**config.mk**
```make
export PLATFORM = sky130hd
export DESIGN_NAME = srtf_process_scheduler
export DESIGN_NICKNAME = d
export VERILOG_FILES = /design/src/rtl/srtf_pkg.sv /design/src/rtl/srtf_ram.sv /design/src/rtl/srtf_process_scheduler.sv
export SDC_FILE = /design/constraint.sdc
export NUM_CORES = 1
export LEC_CHECK = 0
export ABC_AREA = 0
export BUFFER_PORTS_ARGS = -buffer_cell sky130_fd_sc_hd__buf_2
export CAP_MARGIN = 10
export CORE_ASPECT_RATIO = 0.9
export CORE_UTILIZATION = 30
export CTS_BUF_LIST = sky130_fd_sc_hd__clkbuf_8
export CTS_CLUSTER_DIAMETER = 200
export DETAILED_ROUTE_END_ITERATION = 8
export GPL_ROUTABILITY_DRIVEN = 1
export PLACE_DENSITY_LB_ADDON = 0.1
export SLEW_MARGIN = 20
export SYNTH_ARGS = -nofsm -noshare
export SYNTH_HDL_FRONTEND = slang
export SYNTH_SLANG_ARGS = --single-unit
```
**constraint.sdc**
```tcl
create_clock -name clk -period 5.37 [get_ports clk]
set_input_delay 0.537 -clock clk [delete_from_list [all_inputs] [get_ports clk]]
set_output_delay 0.537 -clock clk [all_outputs]
set_load 0.005 [all_outputs]
```
**src/rtl/srtf_pkg.sv**
```systemverilog
// Package: shared types, widths and codes of the SRTF scheduler.
`timescale 1ns / 1ps
`default_nettype none

package srtf_pkg;

    localparam int DEFAULT_MAX_PROCS = 16;

    localparam int SLOT_W = 4;
    localparam int TIME_W = 16;
    localparam int CLK_W  = 24;

    localparam logic MODE_LOAD = 1'b0;
    localparam logic MODE_TICK = 1'b1;

    typedef struct packed {
        logic              mode;
        logic [SLOT_W-1:0] slot;
        logic [TIME_W-1:0] arrival_time;
        logic [TIME_W-1:0] burst_time;
    } cmd_t;

    typedef struct packed {
        logic              ran;
        logic [SLOT_W-1:0] run_slot;
        logic              finished;
        logic [CLK_W-1:0]  completion_time;
        logic [CLK_W-1:0]  turnaround;
        logic [CLK_W-1:0]  waiting;
        logic [CLK_W-1:0]  current_time;
    } rsp_t;

    typedef struct packed {
        logic [TIME_W-1:0] arrival;
        logic [TIME_W-1:0] burst;
        logic [TIME_W-1:0] remaining;
    } entry_t;

    localparam int ENTRY_W = $bits(entry_t);

endpackage : srtf_pkg

`default_nettype wire

```
**src/rtl/srtf_ram.sv**
```systemverilog
// Generic single-write, single-read RAM with registered read data.
`timescale 1ns / 1ps
`default_nettype none

module srtf_ram #(
    parameter int WIDTH = 8,
    parameter int DEPTH = 16
) (
    input  wire logic                     clk,
    input  wire logic                     we,
    input  wire logic [$clog2(DEPTH)-1:0] waddr,
    input  wire logic [WIDTH-1:0]         wdata,
    input  wire logic [$clog2(DEPTH)-1:0] raddr,
    output logic      [WIDTH-1:0]         rdata
);

    logic [WIDTH-1:0] mem [DEPTH];

    always_ff @(posedge clk)
    begin
        if (we)
        begin
            mem[waddr] <= wdata;
        end
        rdata <= mem[raddr];
    end

endmodule : srtf_ram

`default_nettype wire

```
**src/rtl/srtf_process_scheduler.sv**
```systemverilog
// Top level: preemptive shortest-remaining-time-first scheduler over a slot table.
//
// A word is taken when start is high and busy is low. A load word writes one slot
// and its result is shown in the cycle after acceptance. A tick word scans the slot
// table through the single read port of the process RAM, one slot per cycle, while
// one comparator keeps the best candidate; one shared subtractor then decrements
// the chosen slot and, when it finishes, forms turnaround and waiting time in two
// more steps. The tick result is shown after the scan, drain and update states,
// also after TAT and WT on a finish; busy drops at the edge that takes the result.
// The result is shown on result for the single cycle that done is high and must
// be taken then: the receiver cannot stall. The remaining times read as zero after
// reset through per-slot valid bits, so no clearing pass is needed.
`timescale 1ns / 1ps
`default_nettype none

module srtf_process_scheduler
    import srtf_pkg::*;
#(
    parameter int MAX_PROCS = DEFAULT_MAX_PROCS
) (
    input  wire logic clk,
    input  wire logic rst_n,
    input  wire logic start,
    output logic      busy,
    input  wire cmd_t item,
    output logic      done,
    output rsp_t      result
);

    localparam int IDX_W = $clog2(MAX_PROCS);

    typedef enum logic [6:0] {
        ST_IDLE   = 7'b0000001,
        ST_SCAN   = 7'b0000010,
        ST_DRAIN  = 7'b0000100,
        ST_UPDATE = 7'b0001000,
        ST_TAT    = 7'b0010000,
        ST_WT     = 7'b0100000,
        ST_RESP   = 7'b1000000
    } state_t;

    state_t               state_reg, state_next;
    logic [CLK_W-1:0]     time_reg, time_next;
    logic [MAX_PROCS-1:0] valid_reg, valid_next;
    logic [IDX_W-1:0]     scan_cnt_reg, scan_cnt_next;
    logic                 rd_pend_reg, rd_pend_next;
    logic [IDX_W-1:0]     rd_idx_reg, rd_idx_next;
    logic                 rd_valid_reg, rd_valid_next;
    logic                 found_reg, found_next;
    logic [IDX_W-1:0]     best_idx_reg, best_idx_next;
    entry_t               best_reg, best_next;
    rsp_t                 res_reg, res_next;

    logic                 ram_we;
    logic [IDX_W-1:0]     ram_waddr;
    entry_t               ram_wdata;
    entry_t               ram_rdata;

    logic [CLK_W-1:0]     sub_a;
    logic [CLK_W-1:0]     sub_b;
    logic [CLK_W-1:0]     sub_out;
    logic                 cand;

    srtf_ram #(
        .WIDTH(ENTRY_W),
        .DEPTH(MAX_PROCS)
    ) u_proc_ram (
        .clk  (clk),
        .we   (ram_we),
        .waddr(ram_waddr),
        .wdata(ram_wdata),
        .raddr(scan_cnt_reg),
        .rdata(ram_rdata)
    );

    always_comb
    begin
        unique case (state_reg)
            ST_UPDATE:
            begin
                sub_a = CLK_W'(best_reg.remaining);
                sub_b = CLK_W'(1);
            end
            ST_TAT:
            begin
                sub_a = time_reg;
                sub_b = CLK_W'(best_reg.arrival);
            end
            ST_WT:
            begin
                sub_a = res_reg.turnaround;
                sub_b = CLK_W'(best_reg.burst);
            end
            default:
            begin
                sub_a = '0;
                sub_b = '0;
            end
        endcase
    end

    assign sub_out = sub_a - sub_b;

    assign cand = rd_pend_reg && rd_valid_reg && (ram_rdata.remaining != '0)
                  && (CLK_W'(ram_rdata.arrival) <= time_reg)
                  && (!found_reg || (ram_rdata.remaining < best_reg.remaining));

    always_comb
    begin
        state_next    = state_reg;
        time_next     = time_reg;
        valid_next    = valid_reg;
        scan_cnt_next = scan_cnt_reg;
        rd_pend_next  = 1'b0;
        rd_idx_next   = rd_idx_reg;
        rd_valid_next = rd_valid_reg;
        found_next    = found_reg;
        best_idx_next = best_idx_reg;
        best_next     = best_reg;
        res_next      = res_reg;
        ram_we        = 1'b0;
        ram_waddr     = best_idx_reg;
        ram_wdata     = best_reg;

        if (cand)
        begin
            found_next    = 1'b1;
            best_idx_next = rd_idx_reg;
            best_next     = ram_rdata;
        end

        unique case (state_reg)
            ST_IDLE:
            begin
                if (start)
                begin
                    res_next              = '0;
                    res_next.current_time = time_reg;
                    if (item.mode == MODE_LOAD)
                    begin
                        if (32'(item.slot) < MAX_PROCS)
                        begin
                            ram_we                         = 1'b1;
                            ram_waddr                      = IDX_W'(item.slot);
                            ram_wdata.arrival              = item.arrival_time;
                            ram_wdata.burst                = item.burst_time;
                            ram_wdata.remaining            = item.burst_time;
                            valid_next[IDX_W'(item.slot)]  = 1'b1;
                        end
                        state_next = ST_RESP;
                    end
                    else
                    begin
                        found_next    = 1'b0;
                        scan_cnt_next = '0;
                        state_next    = ST_SCAN;
                    end
                end
            end
            ST_SCAN:
            begin
                rd_pend_next  = 1'b1;
                rd_idx_next   = scan_cnt_reg;
                rd_valid_next = valid_reg[scan_cnt_reg];
                if (scan_cnt_reg == IDX_W'(MAX_PROCS - 1))
                begin
                    state_next = ST_DRAIN;
                end
                else
                begin
                    scan_cnt_next = scan_cnt_reg + IDX_W'(1);
                end
            end
            ST_DRAIN:
            begin
                state_next = ST_UPDATE;
            end
            ST_UPDATE:
            begin
                time_next             = time_reg + CLK_W'(1);
                res_next.current_time = time_reg + CLK_W'(1);
                state_next            = ST_RESP;
                if (found_reg)
                begin
                    ram_we              = 1'b1;
                    ram_wdata.remaining = sub_out[TIME_W-1:0];
                    best_next.remaining = sub_out[TIME_W-1:0];
                    res_next.ran        = 1'b1;
                    res_next.run_slot   = SLOT_W'(best_idx_reg);
                    if (sub_out[TIME_W-1:0] == '0)
                    begin
                        res_next.finished = 1'b1;
                        state_next        = ST_TAT;
                    end
                end
            end
            ST_TAT:
            begin
                res_next.completion_time = time_reg;
                res_next.turnaround      = sub_out;
                state_next               = ST_WT;
            end
            ST_WT:
            begin
                res_next.waiting = sub_out;
                state_next       = ST_RESP;
            end
            ST_RESP:
            begin
                state_next = ST_IDLE;
            end
            default:
            begin
                state_next = ST_IDLE;
            end
        endcase
    end

    always_ff @(posedge clk or negedge rst_n)
    begin
        if (!rst_n)
        begin
            state_reg   <= ST_IDLE;
            time_reg    <= '0;
            valid_reg   <= '0;
            rd_pend_reg <= 1'b0;
            found_reg   <= 1'b0;
        end
        else
        begin
            state_reg   <= state_next;
            time_reg    <= time_next;
            valid_reg   <= valid_next;
            rd_pend_reg <= rd_pend_next;
            found_reg   <= found_next;
        end
    end

    always_ff @(posedge clk)
    begin
        scan_cnt_reg <= scan_cnt_next;
        rd_idx_reg   <= rd_idx_next;
        rd_valid_reg <= rd_valid_next;
        best_idx_reg <= best_idx_next;
        best_reg     <= best_next;
        res_reg      <= res_next;
    end

    assign busy   = (state_reg != ST_IDLE);
    assign done   = (state_reg == ST_RESP);
    assign result = res_reg;

    a_done_single : assert property (@(posedge clk) disable iff (!rst_n)
        done |=> !done)
        else $error("done held longer than one cycle");

    a_accept_busy : assert property (@(posedge clk) disable iff (!rst_n)
        (start && !busy) |=> busy)
        else $error("accepted word did not raise busy");

    a_finish_ran : assert property (@(posedge clk) disable iff (!rst_n)
        (done && result.finished) |-> (result.ran && result.completion_time == time_reg))
        else $error("finish reported without a run or with wrong completion time");

    a_scan_read : assert property (@(posedge clk) disable iff (!rst_n)
        (state_reg == ST_SCAN) |=> rd_pend_reg)
        else $error("scan cycle issued no table read");

endmodule : srtf_process_scheduler

`default_nettype wire
```
==> impl_metrics.yaml, run 1 <==
final_layout:
  n_fill_cell: 12644
  finalNetCount: 2530
  regMostFlops: "u_proc_ram.mem"
  multiInputGateArea_um2: 10100
  area_growth_pct: 18.0
  fin_cells: 4402
  regArea_um2: 30000
  largest_reg_flops: 768
  drive_above_1_share_pct: 29.1
grt:
  antenna_found_initial: 6
  use_met2_pct: 28.6
  use_met3_pct: 3.24
  grt_max_degree: 111
  use_met1_pct: 25.5
  grt_pass1_wl_mm: 173
  grt_pass1_vias: 22698
  gr-usage-all-layers_pct: 18.1
  grt.busiest_layer: "met2"
  gr-total-overflow: 0
sta:
  fin_crit_sh_pct: 97.5
  hold_violations: 0
  tns_ns: 0
  setup_violations: 0
  slew_violations: 0
  relSlewSlack_pct: 33.5
  worst_pin_slew_ns: 0.998
  fmax_mhz: 191
  rsz0062_at_grt: "no"
  clock_skew_ns: 0.0481
  period_needed_ns: 5.24
critical_path:
  crit_type: "flip-flop to flip-flop"
  worstPathRequired_ns: 5.91
  crit_fanout: 26
  crit_family: "simple AND/OR/NAND/NOR gates"
  cp.buffers_inverters: 3
  path_common_cell: "buf_4"
  start_kind: "flip-flop"
  crit_path_cell_trace: "or4_4, or3_2, inv_2, buf_4, a22oi_1, ha_1, a21o_1, a32o_1, nor3_2, o31ai_2, buf_4, xnor2_1, nor2_1, a221o_1"
  cp.arrival_ns: 5.77
  crit_slowest_cell: "or3_2"
  slowest_delay_ns: 0.65
  cp-end-kind: "flip-flop"
synth:
  synth_area_um2: 40600
  async_flop_share_pct: 4.77
  synth_cells: 2124
  synth_ff_type: "edfxtp_1"
  ys_seq_area_share_pct: 73.8
  synth-edff-count: 915
  synth-seq-cells: 1028
  syn-num-nets: 2215
  synth_cell_type_count: 73
  ys_warn_count: 0
  avgSynthCellArea_um2: 19.1
die:
  chipHeight_um: 351
  io_pins: 144
  initial_core_util_pct: 30.3
  die_area_um2: 137000
  fp-row-count: 127
  core_um2: 134000
  die_x_um: 390
placement:
  io_buffers: 143
  placed_cells: 4059
  place_hpwl_mm: 75.2
  place_congestion: 0.870
power_and_ir_drop:
  ir_worst_vdd_v: 0.000248
  p_leak_nw: 16.5
  power_density_nw_per_um2: 438
clock_tree:
  htreeDepth: 4
  clock-sinks: 1028
  clockBufferDepth: 3
  clkTransAtPathRegs_ns: 0.07
  numCtsBuffers: 178
  cts_root_buf: "clkbuf_8"
  insertion_delay_ns: 0.90
  cts_tree: "yes"
hold_path:
  hp-class: "primary input to flip-flop"
detailed_routing:
  drc: 0
  drt_pass1_iterations: 5
  drt_iter0_drc: 1805
  vias: 21710
  ant_nets: 0
  vias_per_cell: 4.93
  wl_per_cell_um: 28.1
  wirelength_mm: 124
status:
  status: "complete, no violations"
flow_run:
  cap_violations: 0
final timing paths:
path / start / to / slack, ns / cells past startpoint
min in group asynchronous: rst_n / time_reg[11] / 0.32 / 3
worst min-delay path: item[33] / valid_reg[4] / 0.16 / 3
worst max-delay path: state_reg[2] / u_proc_ram.mem[13][15] / 0.13 / 14
worst max register to register: state_reg[2] / u_proc_ram.mem[13][15] / 0.13 / 14
worst min register to register: rd_idx_reg[1] / best_idx_reg[1] / 0.39 / 0
max in group asynchronous: rst_n / time_reg[6] / 4.57 / 3
worst register-to-register path, cell delays in order (launching register included):
cell,delay (ns)
dfrtp_1,0.42
or4_4,0.60
or3_2,0.65
inv_2,0.10
buf_4,0.31
a22oi_1,0.18
ha_1,0.42
a21o_1,0.23
a32o_1,0.31
nor3_2,0.30
o31ai_2,0.11
buf_4,0.16
xnor2_1,0.45
nor2_1,0.14
a221o_1,0.50
synth_stat cells (all sizes together) (6+ instances only):
master	instances	area share (%)
a211oi	9	0.20
buf	34	0.41
dfxtp	64	3.2
a221oi	18	0.39
nor3	14	0.20
clkbuf	62	0.57
nand2	141	1.3
nor2b	7	0.11
nand3	19	0.23
inv	60	0.55
o21ai	18	0.22
mux4	245	14
ha	50	1.5
nand3b	6	0.11
xnor2	36	0.78
o21a	8	0.15
dfrtp	48	3.0
a22oi	17	0.31
and2	11	0.17
edfxtp	915	68
nor4	11	0.18
o211ai	8	0.16
and3	12	0.18
nor3b	9	0.19
a221o	30	0.74
xor2	14	0.30
a21o	18	0.33
nor2	132	1.2
a21oi	37	0.47
nand4	13	0.20
layout make-up:
cell class                      count  share of cell area, %
Sequential cell                  1028                   62.6
Multi-Input combinational cell    940                   21.2
Clock buffer                      197                   5.66
Tap cell                         1806                   4.71
Timing Repair Buffer              231                   3.66
Clock inverter                    138                   1.75
Inverter                           60                  0.470
Antenna cell                        2                 0.0104
placed cells by master (no fill, tap or decap), drive strengths merged, types with 17 or more instances in the layout:
| cell | Yosys | final |
|---|---|---|
| a21o | 18 | 18 |
| a21oi | 37 | 37 |
| a221o | 30 | 30 |
| a221oi | 18 | 18 |
| a22oi | 17 | 17 |
| buf | 34 | 225 |
| clkbuf | 62 | 197 |
| clkinv | 0 | 36 |
| dfrtp | 48 | 48 |
| dfxtp | 64 | 64 |
| edfxtp | 915 | 915 |
| ha | 50 | 50 |
| inv | 60 | 152 |
| mux4 | 245 | 245 |
| nand2 | 141 | 141 |
| nand3 | 19 | 19 |
| nor2 | 132 | 132 |
| o21ai | 18 | 18 |
| xnor2 | 36 | 36 |
where the power goes:
| group | switching [mW] | total (mW) | internal, mW | leakage, nW |
|---|---|---|---|---|
| clock | 3.28 | 7.05 | 3.78 | 2.13 |
| combinational | 2.02 | 3.44 | 1.42 | 4.78 |
| sequential | 0.584 | 10.5 | 9.93 | 9.56 |
per-layer routing:
| metal | wire length [um] | up-vias |
|---|---|---|
| met3 | 5740 | 157 |
| met1 | 57800 | 11675 |
| li1 | - | 9268 |
| met2 | 57500 | 610 |
| met4 | 2540 | 0 |
| met5 | 0 | - |
per-stage QoR:
stage | cell area [um2] | setup WS, ns | total power [mW] | hold WS (ns) | util (%)
after detailed placement | 44300 | 0.206 | 14.2 | 0.389 | 33.1
after floorplan | 40600 | 0.176 | 12.6 | 0.241 | -
final | 47900 | 0.135 | 21.0 | 0.164 | 35.8
after global routing | 47900 | 0.00653 | 21.9 | 0.0935 | 35.8
after CTS | 47900 | 0.147 | 21.3 | 0.0411 | 35.8
after global placement | 44300 | 0.330 | 14.1 | 0.387 | 33.1
cells by family after synthesis:
group	Yosys count	synth area share (%)
compound gates	190	3.61
xor+xnor	50	1.08
fa+ha+maj	51	1.59
buf+inv	156	1.53
flops	1028	73.8
mux	247	13.6
simple gates	402	4.71
repair_timing:
action,in CTS,in global routing
hold buffers,6,0
hold endpoints to repair,54,0
buffers inserted,0,0
gates resized for setup,0,1
endpoints found under the setup margin,0,32
No activity file was read; power rests on OpenSTA's default activity.
==> inputs of run 2 (changes only) <==
==> constraint.sdc (replaced) <==
create_clock -name clk -period 5.37 [get_ports clk]
set_input_delay 1.074 -clock clk [delete_from_list [all_inputs] [get_ports clk]]
set_output_delay 1.074 -clock clk [all_outputs]
set_load 0.005 [all_outputs]
==> impl_metrics.yaml, run 2 (synthesis results as in run 1) <==
power_and_ir_drop:
  power_density_nw_per_um2: 439
  p_leak_nw: 16.5
  ir_worst_vdd_v: 0.000241
flow_run:
  cap_violations: 0
final_layout:
  postLayoutCellArea_um2: 48000
  drive_above_1_share_pct: 29.7
  layout_common_cells: "edfxtp_1 (915), mux4_2 (245), clkbuf_8 (215), buf_2 (143), nand2_1 (137)"
  finalNetCount: 2526
  regArea_um2: 30000
  regMostFlops: "u_proc_ram.mem"
  n_fill_cell: 12603
  final_util_pct: 35.9
  largest_reg_flops: 768
  layout_commonest_cell: "edfxtp_1"
  multiInputGateArea_um2: 10100
  area_growth_pct: 18.2
die:
  chipHeight_um: 351
  core_um2: 134000
  die_x_um: 390
  fp-row-count: 127
  io_pins: 144
  initial_core_util_pct: 30.3
  die_area_um2: 137000
critical_path:
  cp.arrival_ns: 5.69
  start_kind: "flip-flop"
  cp-end-kind: "flip-flop"
  crit_fanout: 43
  worstPathRequired_ns: 5.89
  rrSetupSlack_ns: 0.20
  crit_type: "flip-flop to flip-flop"
placement:
  io_buffers: 143
  dpl-instance-area_um2: 44400
  place_ws_ns: 0.276
  place_congestion: 0.872
  place_hpwl_mm: 78.0
grt:
  grt_max_degree: 59
  gr-usage-all-layers_pct: 18.3
  grt_pass1_wl_mm: 175
  grt_pass1_vias: 22716
  antenna_found_initial: 6
  gr-total-overflow: 0
detailed_routing:
  wl_per_cell_um: 28.4
  vias: 21681
  drt_pass1_iterations: 5
  drc: 0
  ant_nets: 0
  drt_iter0_drc: 1791
  vias_per_cell: 4.93
  wirelength_mm: 125
sta:
  rsz0062_at_grt: "no"
  clock_skew_ns: 0.0408
  fmax_mhz: 193
  hold_violations: 0
  setup_violations: 0
  relSlewSlack_pct: 26.3
  worst_slack_ns: 0.197
  fin_crit_sh_pct: 96.3
  worst_pin_slew_ns: 1.10
  slew_violations: 0
  tns_ns: 0
  period_needed_ns: 5.17
clock_tree:
  htreeDepth: 4
  insertion_delay_ns: 0.88
  clockBufferDepth: 3
  cts_tree: "yes"
  clock-sinks: 1028
  clkTransAtPathRegs_ns: 0.06
  numCtsBuffers: 177
  cts_root_buf: "clkbuf_8"
hold_path:
  hp-class: "primary input to async pin"
status:
  status: "complete, no violations"
-- run 2: cell count changes in the layout (fill, tap and decap cells not counted) --
cell	delta
buf_12	+7
buf_4	-5
buf_8	+1
bufinv_16	-4
clkbuf_8	+18
clkinv_1	+1
clkinv_2	-1
clkinv_8	-2
dlygate4sd3_1	-6
inv_1	-14
inv_12	-1
inv_6	+1
inv_8	-1
-- run 2: layer usage --
| layer | track usage [%] | routed length (um) | up-vias |
|---|---|---|---|
| li1 | - | - | 9254 |
| met1 | 25.2 | 57000 | 11640 |
| met2 | 28.9 | 58400 | 625 |
| met3 | 3.95 | 6400 | 160 |
| met4 | 6.06 | 3020 | 2 |
| met5 | 0 | 8 | - |
-- run 2: critical path, cell delays in order (launching register included) --
cell and delay, ns:
dfrtp_1 0.42, or4_4 0.61, or3_2 0.51, buf_4 0.32, nor2_1 0.24, a221oi_1 0.08
inv_1 0.08, ha_1 0.31, a21o_1 0.22, a32o_1 0.31, nor3_2 0.27, o31ai_2 0.12
xnor2_1 0.56, nor2_1 0.23, a221o_1 0.54
-- run 2: worst paths after layout --
path	startpoint	end	cells past startpoint
setup / recovery	state_reg[2]	u_proc_ram.mem[7][15]	14
hold / removal	rst_n	valid_reg[13]	2
setup reg to reg	state_reg[2]	u_proc_ram.mem[7][15]	14
hold reg to reg	u_proc_ram.rdata[26]	best_reg[26]	0
max in group asynchronous	rst_n	time_reg[10]	2
min in group clk	u_proc_ram.rdata[26]	best_reg[26]	0
-- run 2: cell type report --
class	count	area share [%]
clock inverters	117	1.28
flip-flops and latches	1028	62.5
repair buffers	228	3.77
clock buffers	215	6.16
inverters	60	0.469
multi-input cells	940	21.1
diodes	2	0.0104
well taps	1806	4.71
-- run 2: through the flow --
step / hold WS [ns] / std cells / power [mW]
after floorplan: 0.386 / 2124 / 12.6
after global placement: 0.389 / 4061 / 14.2
after detailed placement: 0.389 / 4061 / 14.2
after CTS: 0.245 / 4393 / 21.4
after global routing: 0.326 / 4396 / 22.0
final: 0.336 / 4396 / 21.1
-- run 2: power breakdown --
part / internal (mW) / switching, mW
registers: 9.93 / 0.584
logic: 1.42 / 2.06
clock network: 3.82 / 3.24
total: 15.2 / 5.88
-- run 2: what timing repair did --
| item | CTS | global route |
|---|---|---|
| hold buffers | 0 | 0 |
| gates resized for setup | 0 | 1 |
| setup endpoints to repair | 0 | 16 |
| endpoints found under the hold margin | 0 | 0 |
| setup buffers | 0 | 0 |
